### config.mk
export PLATFORM = sky130hd
export DESIGN_NAME = ffca_cell
export DESIGN_NICKNAME = d
export VERILOG_FILES = /design/src/hdl/ffca_pkg.sv /design/src/hdl/ffca_cell.sv
export SDC_FILE = /design/constraint.sdc
export NUM_CORES = 1
export LEC_CHECK = 0
export ABC_AREA = 1
export BUFFER_PORTS_ARGS = -buffer_cell sky130_fd_sc_hd__buf_4
export CORE_AREA = 2 2 251 253
export CTS_CLUSTER_DIAMETER = 40
export DETAILED_ROUTE_END_ITERATION = 10
export DIE_AREA = 0 0 253 255
export PLACE_DENSITY = 0.45
export RECOVER_POWER = 100
export SLEW_MARGIN = 20
export SYNTH_ARGS = -nofsm -noshare
export SYNTH_HDL_FRONTEND = slang
export SYNTH_SLANG_ARGS = --single-unit
### constraint.sdc
create_clock -name clk -period 11.3 [get_ports clk]
set_input_delay 2.825 -clock clk [delete_from_list [all_inputs] [get_ports clk]]
set_output_delay 2.825 -clock clk [all_outputs]
set_load 0.02 [all_outputs]
### src/hdl/ffca_pkg.sv
package ffca_pkg;

  typedef enum logic [2:0] {
    ST_OK        = 3'd0,
    ST_ZERO      = 3'd1,
    ST_NULL      = 3'd2,
    ST_NOT_ALLOC = 3'd3,
    ST_FULL      = 3'd4,
    ST_OVERFLOW  = 3'd5
  } status_t;

  localparam logic MODE_ALLOC = 1'b0;
  localparam logic MODE_FREE  = 1'b1;

  // request passed down the chain, registered in each cell
  typedef struct packed {
    logic        active;
    logic        mode;
    logic [63:0] key;
    logic [31:0] size;
    logic [31:0] stamp;
  } req_t;

  // best candidate handed from cell to cell
  typedef struct packed {
    logic        found;
    logic [11:0] idx;
    logic [31:0] age;
    logic [31:0] bytes;
    logic [63:0] base;
  } cand_t;

endpackage

### src/hdl/ffca_cell.sv
module ffca_cell #(
  parameter int ADDR_BITS = 32,
  parameter int HEADER_BYTES = 16,
  parameter int MY_IDX = 0
) (
  input  logic            clk,
  input  logic            rst,
  input  ffca_pkg::req_t  req_in,
  input  ffca_pkg::cand_t cand_in,
  input  logic            in_range,
  input  logic            wr_new,
  input  logic [ADDR_BITS-1:0] wr_base,
  input  logic [31:0]     wr_bytes,
  input  logic            set_free,
  input  logic            clr_free,
  input  logic [31:0]     wr_stamp,
  output ffca_pkg::req_t  req_out,
  output ffca_pkg::cand_t cand_out
);

  logic [ADDR_BITS-1:0] base;
  logic [31:0]          bytes;
  logic [31:0]          order;
  logic                 is_free;
  logic [ADDR_BITS-1:0] user;
  logic [31:0]          age;
  logic                 hit;
  ffca_pkg::cand_t      cand_next;

  assign user = base + ADDR_BITS'(HEADER_BYTES);
  assign age  = req_in.stamp - order;

  always_comb begin
    cand_next = cand_in;
    hit = 1'b0;
    if (req_in.active && in_range) begin
      if (req_in.mode == ffca_pkg::MODE_ALLOC) begin
        hit = is_free && (bytes >= req_in.size) && (!cand_in.found || age < cand_in.age);
      end else begin
        hit = !is_free && !cand_in.found && (user == req_in.key[ADDR_BITS-1:0]);
      end
    end
    if (hit) begin
      cand_next.found = 1'b1;
      cand_next.idx   = 12'(MY_IDX);
      cand_next.age   = age;
      cand_next.bytes = bytes;
      cand_next.base  = 64'(base);
    end
  end

  always_ff @(posedge clk) begin
    cand_out <= cand_next;
    if (rst) begin
      is_free <= 1'b0;
      req_out <= '0;
    end else begin
      req_out <= req_in;
      if (wr_new) begin
        base    <= wr_base;
        bytes   <= wr_bytes;
        order   <= '0;
        is_free <= 1'b0;
      end else if (set_free) begin
        is_free <= 1'b1;
        order   <= wr_stamp;
      end else if (clr_free) begin
        is_free <= 1'b0;
      end
    end
  end

endmodule

=== Yosys cells after proc, flatten, opt, wreduce, memory -nomap -nowiden ===
Cells that the tools add are included.

* Flip-flop bits (word level): 368
* Input port bits: 373
* Logic and storage cells: 40

* Add/subtract/negate cells: 2
* Order comparisons: 2
* Equality and inequality tests: 1
* Multiplexer cells: 6
* Bitwise operators: 1
* Reductions and logical operators: 13

{| class="wikitable"
|+ Operators by type and width
! operator !! number
|-
| $mux 128 || 1
|-
| $add 32x5->32 const B || 1
|-
| $eq 32x32->1 || 1
|-
| $ge 32x32->1 || 1
|-
| $lt 32x32->1 || 1
|-
| $mux 32 || 1
|-
| $sub 32x32->32 || 1
|-
| $logic_and 1x1->1 || 5
|-
| $mux 1 || 4
|-
| $reduce_and 2->1 || 2
|-
| $reduce_bool 2->1 || 2
|-
| $logic_not 1->1 || 2
|-
| $reduce_or 2->1 || 1
|-
| $logic_or 1x1->1 || 1
|-
| $not 1->1 || 1
|}

=== Longest topological paths before layout ===
Gate-level depths: netlist of the first run.

* Depth after elaboration: 7
* Depth in mapped cells: 30

=== Worst setup path before layout of the first run ===
OpenSTA, ideal clock, no wires.

* Path type: input-to-reg
* Start: in rst
* End: reg base[0] (enable)
* Arrival time: 6.081 ns
* Data required time: 10.814 ns
* Slack: 4.733 ns
* Stages on the path: 4
* Buffers on the path: 3
* Cell sequence: clkbuf_1 -> clkbuf_1 -> clkbuf_1 -> nor2_1

* Cells in the longest elaborated chain, start to end: 2

{| class="wikitable"
|+ Ends and longest elaborated chain
! item !! RTL line !! RTL
|-
| start: declaration || ffca_cell.sv:7 || <nowiki>input logic rst,</nowiki>
|-
| $not 1->1 (no source line) || -- ||
|-
| $reduce_and 2->1 (no source line) || -- ||
|-
| end signal: assignment || ffca_cell.sv:60 || <nowiki>base <= wr_base;</nowiki>
|-
| end: declaration || ffca_cell.sv:21 || <nowiki>logic [ADDR_BITS-1:0] base;</nowiki>
|}

No other way between the ends.
A chain may end at the register's enable or synchronous reset.

=== Worst setup path in the final report of the first run ===
* Start: in req_in[0] (netlist name)
* End: reg cand_out[35] (netlist name)

* Cells in the longest elaborated chain, start to end: 6

{| class="wikitable"
|+ Ends and longest elaborated chain
! item !! RTL line !! RTL
|-
| start: declaration || ffca_cell.sv:8 || <nowiki>input ffca_pkg::req_t req_in,</nowiki>
|-
| $sub 32x32->32 || ffca_cell.sv:31 || <nowiki>assign age = req_in.stamp - order;</nowiki>
|-
| $lt 32x32->1 || ffca_cell.sv:38 || <nowiki>hit = is_free && (bytes >= req_in.size) && (!cand_in.found || age < cand_in.age);</nowiki>
|-
| $logic_or 1x1->1 || ffca_cell.sv:38 ||
|-
| $logic_and 1x1->1 || ffca_cell.sv:38 ||
|-
| $mux 1 || ffca_cell.sv:37 || <nowiki>if (req_in.mode == ffca_pkg::MODE_ALLOC) begin</nowiki>
|-
| $mux 1 || ffca_cell.sv:36 || <nowiki>if (req_in.active && in_range) begin</nowiki>
|-
| end signal: assignment || ffca_cell.sv:53 || <nowiki>cand_out <= cand_next;</nowiki>
|-
| end: declaration || ffca_cell.sv:18 || <nowiki>output ffca_pkg::cand_t cand_out</nowiki>
|}

No other way between the ends.

==> summary.txt, run 1 <==
CTS
  • Postcts setup bufs: 0
  • CTS tree: built
  • CTS HTree Levels: 3
  • Root buffer cell: clkbuf_16
  • Cts bufs inserted: between 70 and 80
  • Max Buffers Root-to-Sink: 3
  • Clk sinks: approximately 370
  • Clk_lat worst skew: about 600 ps
  • Clock slew at reported path FFs: 50 ps
  • Resize count post-CTS: 0
  • CTS Hold Buffers Added: 0

Worst setup path
  • Most frequent CP cell: nand2_1
  • Worst path bufs/invs: 6
  • Worst EP required: around 12000 ps
  • Worst path slowest cell: nand3_1
  • CP delay by family, top: simple AND/OR/NAND/NOR gates
  • Crit end category: flop
  • CP arrival: 9680 ps
  • Worst path max stage delay: between 1000 and 1500 ps
  • Startpoint class of the critical path: input port
  • Crit Path Max Fanout: 59
  • Critical path class: in -> reg

Global routing
  • Overall routing resource usage: between 10% and 20%
  • Initial antenna violation count: 7
  • Vias in the first global route: 15200
  • GRT overflow: 0
  • Largest net degree at the start of global routing: 73
  • First-pass GRT wire length: around 92000 µm

Timing
  • Final hold vios: 0
  • Tmin final: slightly above 9000 ps
  • Setup violators final: 0
  • Setup TNS: 0 ps
  • Tightest Pin Transition: 3430 ps
  • Worst slew margin: -129%
  • Clock Skew: between 30 and 40 ps
  • Max Slew Vio Count: 260
  • RSZ-0062 raised after global routing: false
  • Fmax: around 110 MHz
  • Min Hold Slack: between 500 and 600 ps
  • Crit share post-route: between 80% and 90%

Place
  • GPL Wtd Cong: between 0.9 and 1
  • # port buffers: about 640
  • Hpwl dp: 50900 µm

Pwr
  • Sw power: 1190 µW
  • Pleak: 0.0115 µW
  • Worst VDD drop: slightly above 0.1 mV
  • Combinational Power Share: roughly 16%
  • Clock power share: between 40% and 50%
  • Sw frac: 27.9%
  • Internal power: approximately 3100 µW
  • Seq pwr share: 34.8%
  • PD cells: 184 mW/mm²

Floorplan
  • Initial core utilization: roughly a quarter
  • Die Width: approximately 250 µm
  • # rows: between 90 and 100
  • Core area: roughly 0.062 mm²
  • DIE AREA: 0.0645 mm²
  • I/O Pins: 644
  • DIE HEIGHT: around 260 µm

Worst hold path
  • HP Class: reg -> reg

Synthesis
  • Register area share after synthesis: slightly above 50%
  • Syn Nets: between 2000 and 2500
  • Netlist cell types: 37
  • Post-Synthesis Cell Area: 0.0162 mm²
  • Mean Syn Cell Area: roughly 8.2 µm²
  • Post-Synthesis Cells: 1973
  • Synth Register Bits: ~370
  • Yosys warnings: 0

Drt
  • DRT iter0 DRCs: 731
  • DR pass1 iterations: 5
  • Via count: about 15000
  • # DRC: 0
  • Drt total wl: around 64000 µm
  • Drt via density: 4.32
  • Antenna Violating Nets Remaining: 0
  • WL/cell: about 18 µm

Layout
  • Most frequent cells in the layout: nand2_1, buf_4, inv_1
  • Filler instances: about 6700
  • Area of the multi-input gates: just over 0.006 mm²
  • Share of cells above drive strength 1: a little under a fifth
  • Fin nets: slightly above 3000
  • FF/Latch Area: around 0.0083 mm²
  • Layout area overhead: 43.7%
  • Most common cell after layout, fill and taps aside: nand2_1

Run
  • Total of max-cap violations: 5

Run status
  • Status: finished, violations left
  • Failing checks: max-capacitance violations, max-slew violations
==> logic make-up after synthesis <==
group	share of synthesized area (%)
AND/OR/NAND/NOR	23.9
adder cells (fa/ha/maj)	7.48
XOR/XNOR	2.82
buffers and inverters	9.96
AO/OA/AOI/OAI	4.28
flip-flops	51.5
==> sequential cells by signal, indices dropped and copies added, names as in the netlist <==
signal    cells
order        32
cand_out    141
req_out     130
bytes        32
is_free       1
base         32
==> Yosys cell counts <==
library cell	number	area share (%)
nor2_2	3	0.12
nand3_2	2	0.12
xor2_1	41	2.2
buf_4	4	0.19
buf_2	11	0.34
nand3_4	1	0.11
nand2_1	470	11
inv_1	307	7.1
nand2_2	2	0.077
or2_2	3	0.12
nand3_1	49	1.5
clkinv_1	1	0.023
o21a_1	3	0.14
o2111ai_1	1	0.054
nor3_1	10	0.31
ha_1	95	7.4
a31oi_1	3	0.12
a21o_1	1	0.046
fa_1	1	0.12
nor4_1	3	0.12
dfxtp_1	272	34
clkbuf_1	48	1.1
nor2_1	245	5.7
o21ai_1	2	0.062
o21ai_0	39	1.2
buf_6	1	0.070
a21boi_0	1	0.046
edfxtp_1	96	18
inv_2	47	1.1
o21bai_1	5	0.23
o211ai_1	4	0.19
xnor2_1	11	0.60
a21oi_1	69	2.1
nor2_4	3	0.21
nand4_1	113	4.4
nand3b_1	5	0.23
a211oi_1	1	0.046
==> power groups by stage <==
stage / Sequential, µW / Clock [µW] / Combinational (µW)
floorplan: 1580 / 0 / 307
global placement: 1510 / 0 / 716
detailed placement: 1510 / 0 / 720
CTS: 1490 / 2180 / 723
global route: 1490 / 2240 / 738
finish: 1490 / 2120 / 663
==> per-stage QoR <==
stage / setup WS [ps] / utilization [%] / instance area [µm²] / cells / power, µW
after floorplan: 4730 / - / 16200 / 1973 / 1890
after global placement: 2920 / 35.1 / 21800 / 3359 / 2230
after detailed placement: 2780 / 35.1 / 21800 / 3359 / 2230
after CTS: 3370 / 39.0 / 24300 / 3494 / 4390
after global routing: 1420 / 37.3 / 23200 / 3500 / 4480
final: 2070 / 37.3 / 23200 / 3503 / 4270
==> worst min-delay path, cell delays in order, from the launching register on <==
cell and delay, ps:
edfxtp_1 350, nand4_1 90, nand2_1 70
==> final cells by class <==
type | count | area share [%]
flip-flops and latches | 368 | 35.9
multi-input cells | 1186 | 26.8
repair buffers | 652 | 16.6
clock buffers | 97 | 8.88
inverters | 355 | 5.75
well taps | 799 | 4.31
clock inverters | 38 | 1.70
diodes | 8 | 0.0862
==> per-layer routing <==
| layer | vias up | GRT usage (%) | wire length [µm] |
|---|---|---|---|
| li1 | 7569 | - | - |
| met1 | 6936 | 22.9 | 26800 |
| met2 | 517 | 32.9 | 31200 |
| met3 | 99 | 5.19 | 4630 |
| met4 | 4 | 7.46 | 1600 |
| met5 | - | 0 | 25 |
==> path summary, 6_finish.rpt <==
check	endpoint	startpoint	slack, ps	depth (start not counted)
max reg2reg	cand_out[35]$_SDFF_PP0_	order[0]$_SDFFCE_PP0P_	4120	25
max	cand_out[35]$_SDFF_PP0_	req_in[0]	2070	27
min	cand_out[74]$_DFF_P_	bytes[10]$_DFFE_PP_	530	2
min reg2reg	cand_out[74]$_DFF_P_	bytes[10]$_DFFE_PP_	530	2
(Power assumes the default switching activity.)
==> inputs of run 2 (changes only) <==
==> constraint.sdc (replaced) <==
create_clock -name clk -period 9.04 [get_ports clk]
set_input_delay 2.26 -clock clk [delete_from_list [all_inputs] [get_ports clk]]
set_output_delay 2.26 -clock clk [all_outputs]
set_load 0.02 [all_outputs]
==> summary.txt, run 2 (synthesis results as in run 1) <==
Pwr
  • Total design power: 5500 µW (+29%)
  • PD cells: 235 mW/mm² (+28%)
  • Pleak: 0.0116 µW (+0.62%)
  • Worst VDD drop: 0.161 mV (+57%)

CTS
  • Resize count post-CTS: 0 (unchanged)
  • CTS Hold Buffers Added: 0 (unchanged)
  • CTS HTree Levels: 3 (unchanged)
  • Clk sinks: 368 (unchanged)
  • Postcts setup bufs: 0 (unchanged)
  • Clock slew at reported path FFs: 50 ps (about the same)
  • Max Buffers Root-to-Sink: 3 (unchanged)
  • Cts bufs inserted: 76 (+4.1%)
  • Clk_lat worst skew: 610 ps (about the same)
  • CTS tree: built
  • Root buffer cell: clkbuf_16

Timing
  • RSZ-0062 raised after global routing: false
  • Tmin final: approximately 7400 ps
  • Setup violators final: 0 (unchanged)
  • Fmax: 135 MHz
  • Final hold vios: 0 (unchanged)
  • Min Hold Slack: 525 ps (-6.65 ps)
  • Clock Skew: 27.0 ps (-9.12 ps)
  • Worst slew margin: -165% (-36 points)
  • Crit share post-route: 81.9%
  • Max Slew Vio Count: 308 (+18%)
  • Setup TNS: 0 ps (unchanged)
  • Tightest Pin Transition: 3980 ps (+544 ps)
  • Final setup margin: 1630 ps (-441 ps)

Drt
  • Drt total wl: 63700 µm (-0.86%)
  • Via count: 15100 (-0.44%)
  • Antenna Violating Nets Remaining: 0 (unchanged)
  • DRT iter0 DRCs: 771 (+5.5%)
  • Drt via density: 4.30 (-0.49%)
  • # DRC: 0 (unchanged)
  • WL/cell: 18.2 µm (-0.91%)
  • DR pass1 iterations: 7 (+2)

Floorplan
  • Die Width: 253 µm (unchanged)
  • I/O Pins: 644 (unchanged)
  • Initial core utilization: 26.0% (unchanged)
  • DIE HEIGHT: 255 µm (unchanged)
  • Core area: 0.0622 mm² (unchanged)
  • DIE AREA: 0.0645 mm² (unchanged)
  • # rows: 92 (unchanged)

Place
  • GPL Wtd Cong: 0.917 (-2.7%)
  • Hpwl dp: 50300 µm (-1.1%)
  • # port buffers: 643 (unchanged)
  • Placed insts: 3360 (+0.030%)
  • Dpl ws: 1790 ps (-986 ps)

Worst setup path
  • Worst EP required: 9510 ps (-2240 ps)
  • CP arrival: 7880 ps (-1800 ps)
  • FF-to-FF setup slack: 3060 ps (-1060 ps)
  • R2r endpoint: cand_out[128]$_SDFF_PP0_
  • Crit end category: flop
  • RR Startpoint: order[2]$_SDFFCE_PP0P_
  • Critical path class: in -> reg
  • Startpoint class of the critical path: input port
  • Crit Path Max Fanout: 72 (+22%)
  • Register-to-Register Path Depth: 25 (unchanged)

Layout
  • Number of standard cells in the final layout excluding fillers: 3505 (+0.057%)
  • Fin nets: 3108 (+0.097%)
  • Number of flip-flops under the largest register name: 141 (unchanged)
  • Layout area overhead: 44.7%
  • Biggest register: cand_out
  • Most frequent cells in the layout: nand2_1, buf_4, inv_1
  • Most common cell after layout, fill and taps aside: nand2_1
  • Top flop regs: cand_out (141), req_out (130)
  • Share of cells above drive strength 1: 19.6% (+0.56 points)

Run status
  • Status: finished, violations left
  • Failing checks: max-capacitance violations, max-slew violations

Global routing
  • Largest net degree at the start of global routing: 73 (unchanged)
  • GRT overflow: 0 (unchanged)
  • Overall routing resource usage: 19.1% (-0.13 points)
  • Vias in the first global route: 15500 (+1.9%)
  • Initial antenna violation count: 7 (unchanged)
  • First-pass GRT wire length: 92500 µm (about the same)

Worst hold path
  • HP Class: reg -> reg
  • Hold path startpoint: bytes[16]$_DFFE_PP_
  • Hold Path End: cand_out[80]$_DFF_P_
  • Worst Hold Depth: 2 (unchanged)

Run
  • Total of max-cap violations: 5 (unchanged)
## run 2: changes by cell type in the layout (fill, tap and decap cells not counted), sizes merged
cell,change
clkinv,+2
clkinvlp,+3
inv,+10
diode,-3
clkbuf,-12
bufinv,+2
## run 2: layout make-up
type,count,area (µm²)
diodes,5,12.5
clock buffers,85,2000
clock inverters,55,619
repair buffers,652,3850
multi-input cells,1186,6240
fillers,6744,38800
well taps,799,1000
inverters,355,1330
flip-flops and latches,368,8330
## run 2: stage by stage
stage	util (%)	instance area, µm²
2_1_floorplan	-	16200
3_3_place_gp	35.1	21800
3_5_place_dp	35.1	21800
4_1_cts	39.3	24400
5_1_grt	37.6	23400
6_report	37.6	23400
## run 2: worst max-delay path by stage
stage	slack (ps)	end	startpoint	depth (start not counted)
detailed placement	1790	cand_out[94]$_DFF_P_	req_in[0]	28
CTS	2410	cand_out[94]$_DFF_P_	req_in[0]	28
global placement	1860	cand_out[35]$_SDFF_PP0_	req_in[2]	25
finish	1630	cand_out[128]$_SDFF_PP0_	req_in[2]	25
global route	1060	cand_out[103]$_DFF_P_	req_in[0]	28
floorplan	3040	base[0]$_DFFE_PP_	rst	4
## run 2: worst max-delay path: stages
cell and delay, ps:
buf_4 120, ha_1 370, nand3_1 100, nand2_1 100, a21oi_1 170, o21ai_0 730
nand2_1 100, nand2_1 160, nand2_1 80, nand2_1 140, xor2_1 160, inv_1 70
ha_1 290, a21oi_1 240, a21oi_1 100, or2_2 270, a21oi_1 110, nand2_1 90
nand2_1 70, nand3_1 120, nand2_4 410, nand3_1 160, clkbuf_2 920, nand2_1 330
clkinv_1 100
## run 2: report_power, final
group	total, µW	internal, µW	switching, µW
Sequential	1860	1810	47.0
Clock	2820	1810	1020
Combinational	825	302	523
Total	5500	3920	1590
## run 2: per-layer routing
layer,up-vias,global-route usage (%),wire (µm)
met5,-,0,16
met2,526,32.8,31100
met4,2,6.91,1420
met1,6848,22.8,26600
li1,7587,-,-
met3,96,5.19,4620
==> inputs of run 3 (changes only) <==
==> constraint.sdc (replaced) <==
create_clock -name clk -period 7.2 [get_ports clk]
set_input_delay 1.8 -clock clk [delete_from_list [all_inputs] [get_ports clk]]
set_output_delay 1.8 -clock clk [all_outputs]
set_load 0.02 [all_outputs]
==> summary.txt, run 3 (synthesis results as in run 1) <==
Worst setup path
  • Crit Path Max Fanout: 77 (+6.9%)
  • Most frequent CP cell: nand2_1
  • FF-to-FF setup slack: 2240 ps (-820 ps)
  • RR Startpoint: order[2]$_SDFFCE_PP0P_
  • Worst path max stage delay: 600 ps (-320 ps)
  • CP arrival: 6430 ps (-1450 ps)
  • R2r endpoint: cand_out[25]$_DFF_P_
  • Critical path class: in -> reg
  • Startpoint class of the critical path: input port
  • Register-to-Register Path Depth: 25 (unchanged)
  • Worst EP required: 7680 ps (-1830 ps)
  • Worst path slowest cell: o21ai_0
  • Crit end category: flop

Place
  • # port buffers: 643 (unchanged)
  • GPL Wtd Cong: 0.889 (-3.1%)
  • Hpwl dp: 49900 µm (-0.67%)
  • Post-placement cell area: 0.0218 mm² (+0.11%)

Pwr
  • Pleak: 0.0116 µW (about the same)
  • PD cells: 292 mW/mm² (+24%)
  • Total design power: 6810 µW (+24%)
  • Worst VDD drop: 0.151 mV (-6.1%)

Timing
  • Tightest Pin Transition: 3420 ps (-562 ps)
  • Fmax: roughly 170 MHz
  • Clock Skew: 32.2 ps (+5.20 ps)
  • Final hold vios: 0 (unchanged)
  • Setup TNS: 0 ps (unchanged)
  • Tmin final: between 5000 and 6000 ps
  • Setup violators final: 0 (unchanged)
  • Min Hold Slack: 531 ps (+6.05 ps)
  • RSZ-0062 raised after global routing: false
  • Crit share post-route: 82.6%
  • Worst slew margin: -128% (+37 points)
  • Max Slew Vio Count: 269 (-13%)

CTS
  • Cts bufs inserted: 74 (-2.6%)
  • Max Buffers Root-to-Sink: 3 (unchanged)
  • Root buffer cell: clkbuf_16
  • Postcts setup bufs: 0 (unchanged)
  • Clk sinks: 368 (unchanged)
  • Resize count post-CTS: 0 (unchanged)
  • CTS tree: built
  • Clock slew at reported path FFs: 50 ps (about the same)
  • CTS HTree Levels: 3 (unchanged)
  • CTS Hold Buffers Added: 0 (unchanged)
  • Clk_lat worst skew: 610 ps (about the same)

Global routing
  • Largest net degree at the start of global routing: 97 (+33%)
  • Initial antenna violation count: 2 (-5)
  • GRT overflow: 0 (unchanged)
  • Vias in the first global route: 15300 (-0.86%)
  • Overall routing resource usage: 19.1% (+0.061 points)
  • First-pass GRT wire length: 93000 µm (+0.60%)

Drt
  • DRT iter0 DRCs: 681 (-12%)
  • Via count: 15200 (+0.76%)
  • Drt via density: 4.33 (+0.84%)
  • # DRC: 0 (unchanged)
  • WL/cell: 18.2 µm (+0.11%)
  • Drt total wl: 63700 µm (about the same)
  • Antenna Violating Nets Remaining: 0 (unchanged)
  • DR pass1 iterations: 5 (-2)

Layout
  • Top flop regs: cand_out (141), req_out (130)
  • Share of cells above drive strength 1: 19.5% (-0.17 points)
  • Most common cell after layout, fill and taps aside: nand2_1
  • Most frequent cells in the layout: nand2_1, buf_4, inv_1
  • Biggest register: cand_out
  • Layout area overhead: 44.3%
  • Fin nets: 3106 (-0.064%)
  • Post-route cell area: 0.0233 mm² (-0.28%)
  • Fin util: 37.5% (-0.10 points)
  • Number of flip-flops under the largest register name: 141 (unchanged)

Floorplan
  • Initial core utilization: 26.0% (unchanged)
  • # rows: 92 (unchanged)
  • Die Width: 253 µm (unchanged)
  • DIE HEIGHT: 255 µm (unchanged)
  • I/O Pins: 644 (unchanged)
  • Core area: 0.0622 mm² (unchanged)
  • DIE AREA: 0.0645 mm² (unchanged)

Run status
  • Failing checks: max-capacitance violations, max-slew violations
  • Status: finished, violations left

Worst hold path
  • Hold Path End: cand_out[80]$_DFF_P_
  • Worst Hold Depth: 2 (unchanged)
  • HP Class: reg -> reg
  • Hold path startpoint: bytes[16]$_DFFE_PP_

Run
  • Total of max-cap violations: 5 (unchanged)
-- run 3: final cells by class --
type | count | area [µm²]
tap | 799 | 1000
sequential | 368 | 8330
multi-input combinational | 1186 | 6240
timing repair buffer | 652 | 3870
clock buffer | 91 | 2040
inverter | 355 | 1330
fill | 6665 | 38800
antenna | 4 | 10.0
clock inverter | 47 | 495
-- run 3: worst max path at each step --
stage	startpoint	endpoint	slack, ps	cells past startpoint
after floorplan	rst	base[0]$_DFFE_PP_	1660	4
after global placement	req_in[2]	cand_out[94]$_DFF_P_	980	24
after detailed placement	req_in[2]	cand_out[94]$_DFF_P_	940	24
after CTS	req_in[2]	cand_out[94]$_DFF_P_	1580	24
after global routing	req_in[2]	cand_out[25]$_DFF_P_	630	27
final	req_in[2]	cand_out[25]$_DFF_P_	1250	25
-- run 3: per-stage QoR --
step                setup slack, ps  cells
floorplan                      1660   1973
global placement                981   3360
detailed placement              937   3360
CTS                            1580   3498
global route                    626   3499
finish                         1250   3502
-- run 3: power breakdown --
group          switching [µW]  internal, µW  total, µW
logic                     655           380       1030
clock network            1210          2230       3440
registers                59.7          2270       2330
total                    1930          4880       6810
-- run 3: critical path: cells and delay by family --
kind / cells / cell delay (ps)
compound gates: 5 / 1230
xor+xnor: 1 / 160
fa+ha+maj: 2 / 690
buf+inv: 3 / 770
simple gates: 14 / 1750
-- run 3: routing by layer --
layer  up-vias  track usage [%]  wire [µm]
li1       7566                -          -
met4         2             6.05       1390
met3        83             4.80       4540
met2       503             33.3      31300
met1      7019             23.1      26500
met5         -                0         12
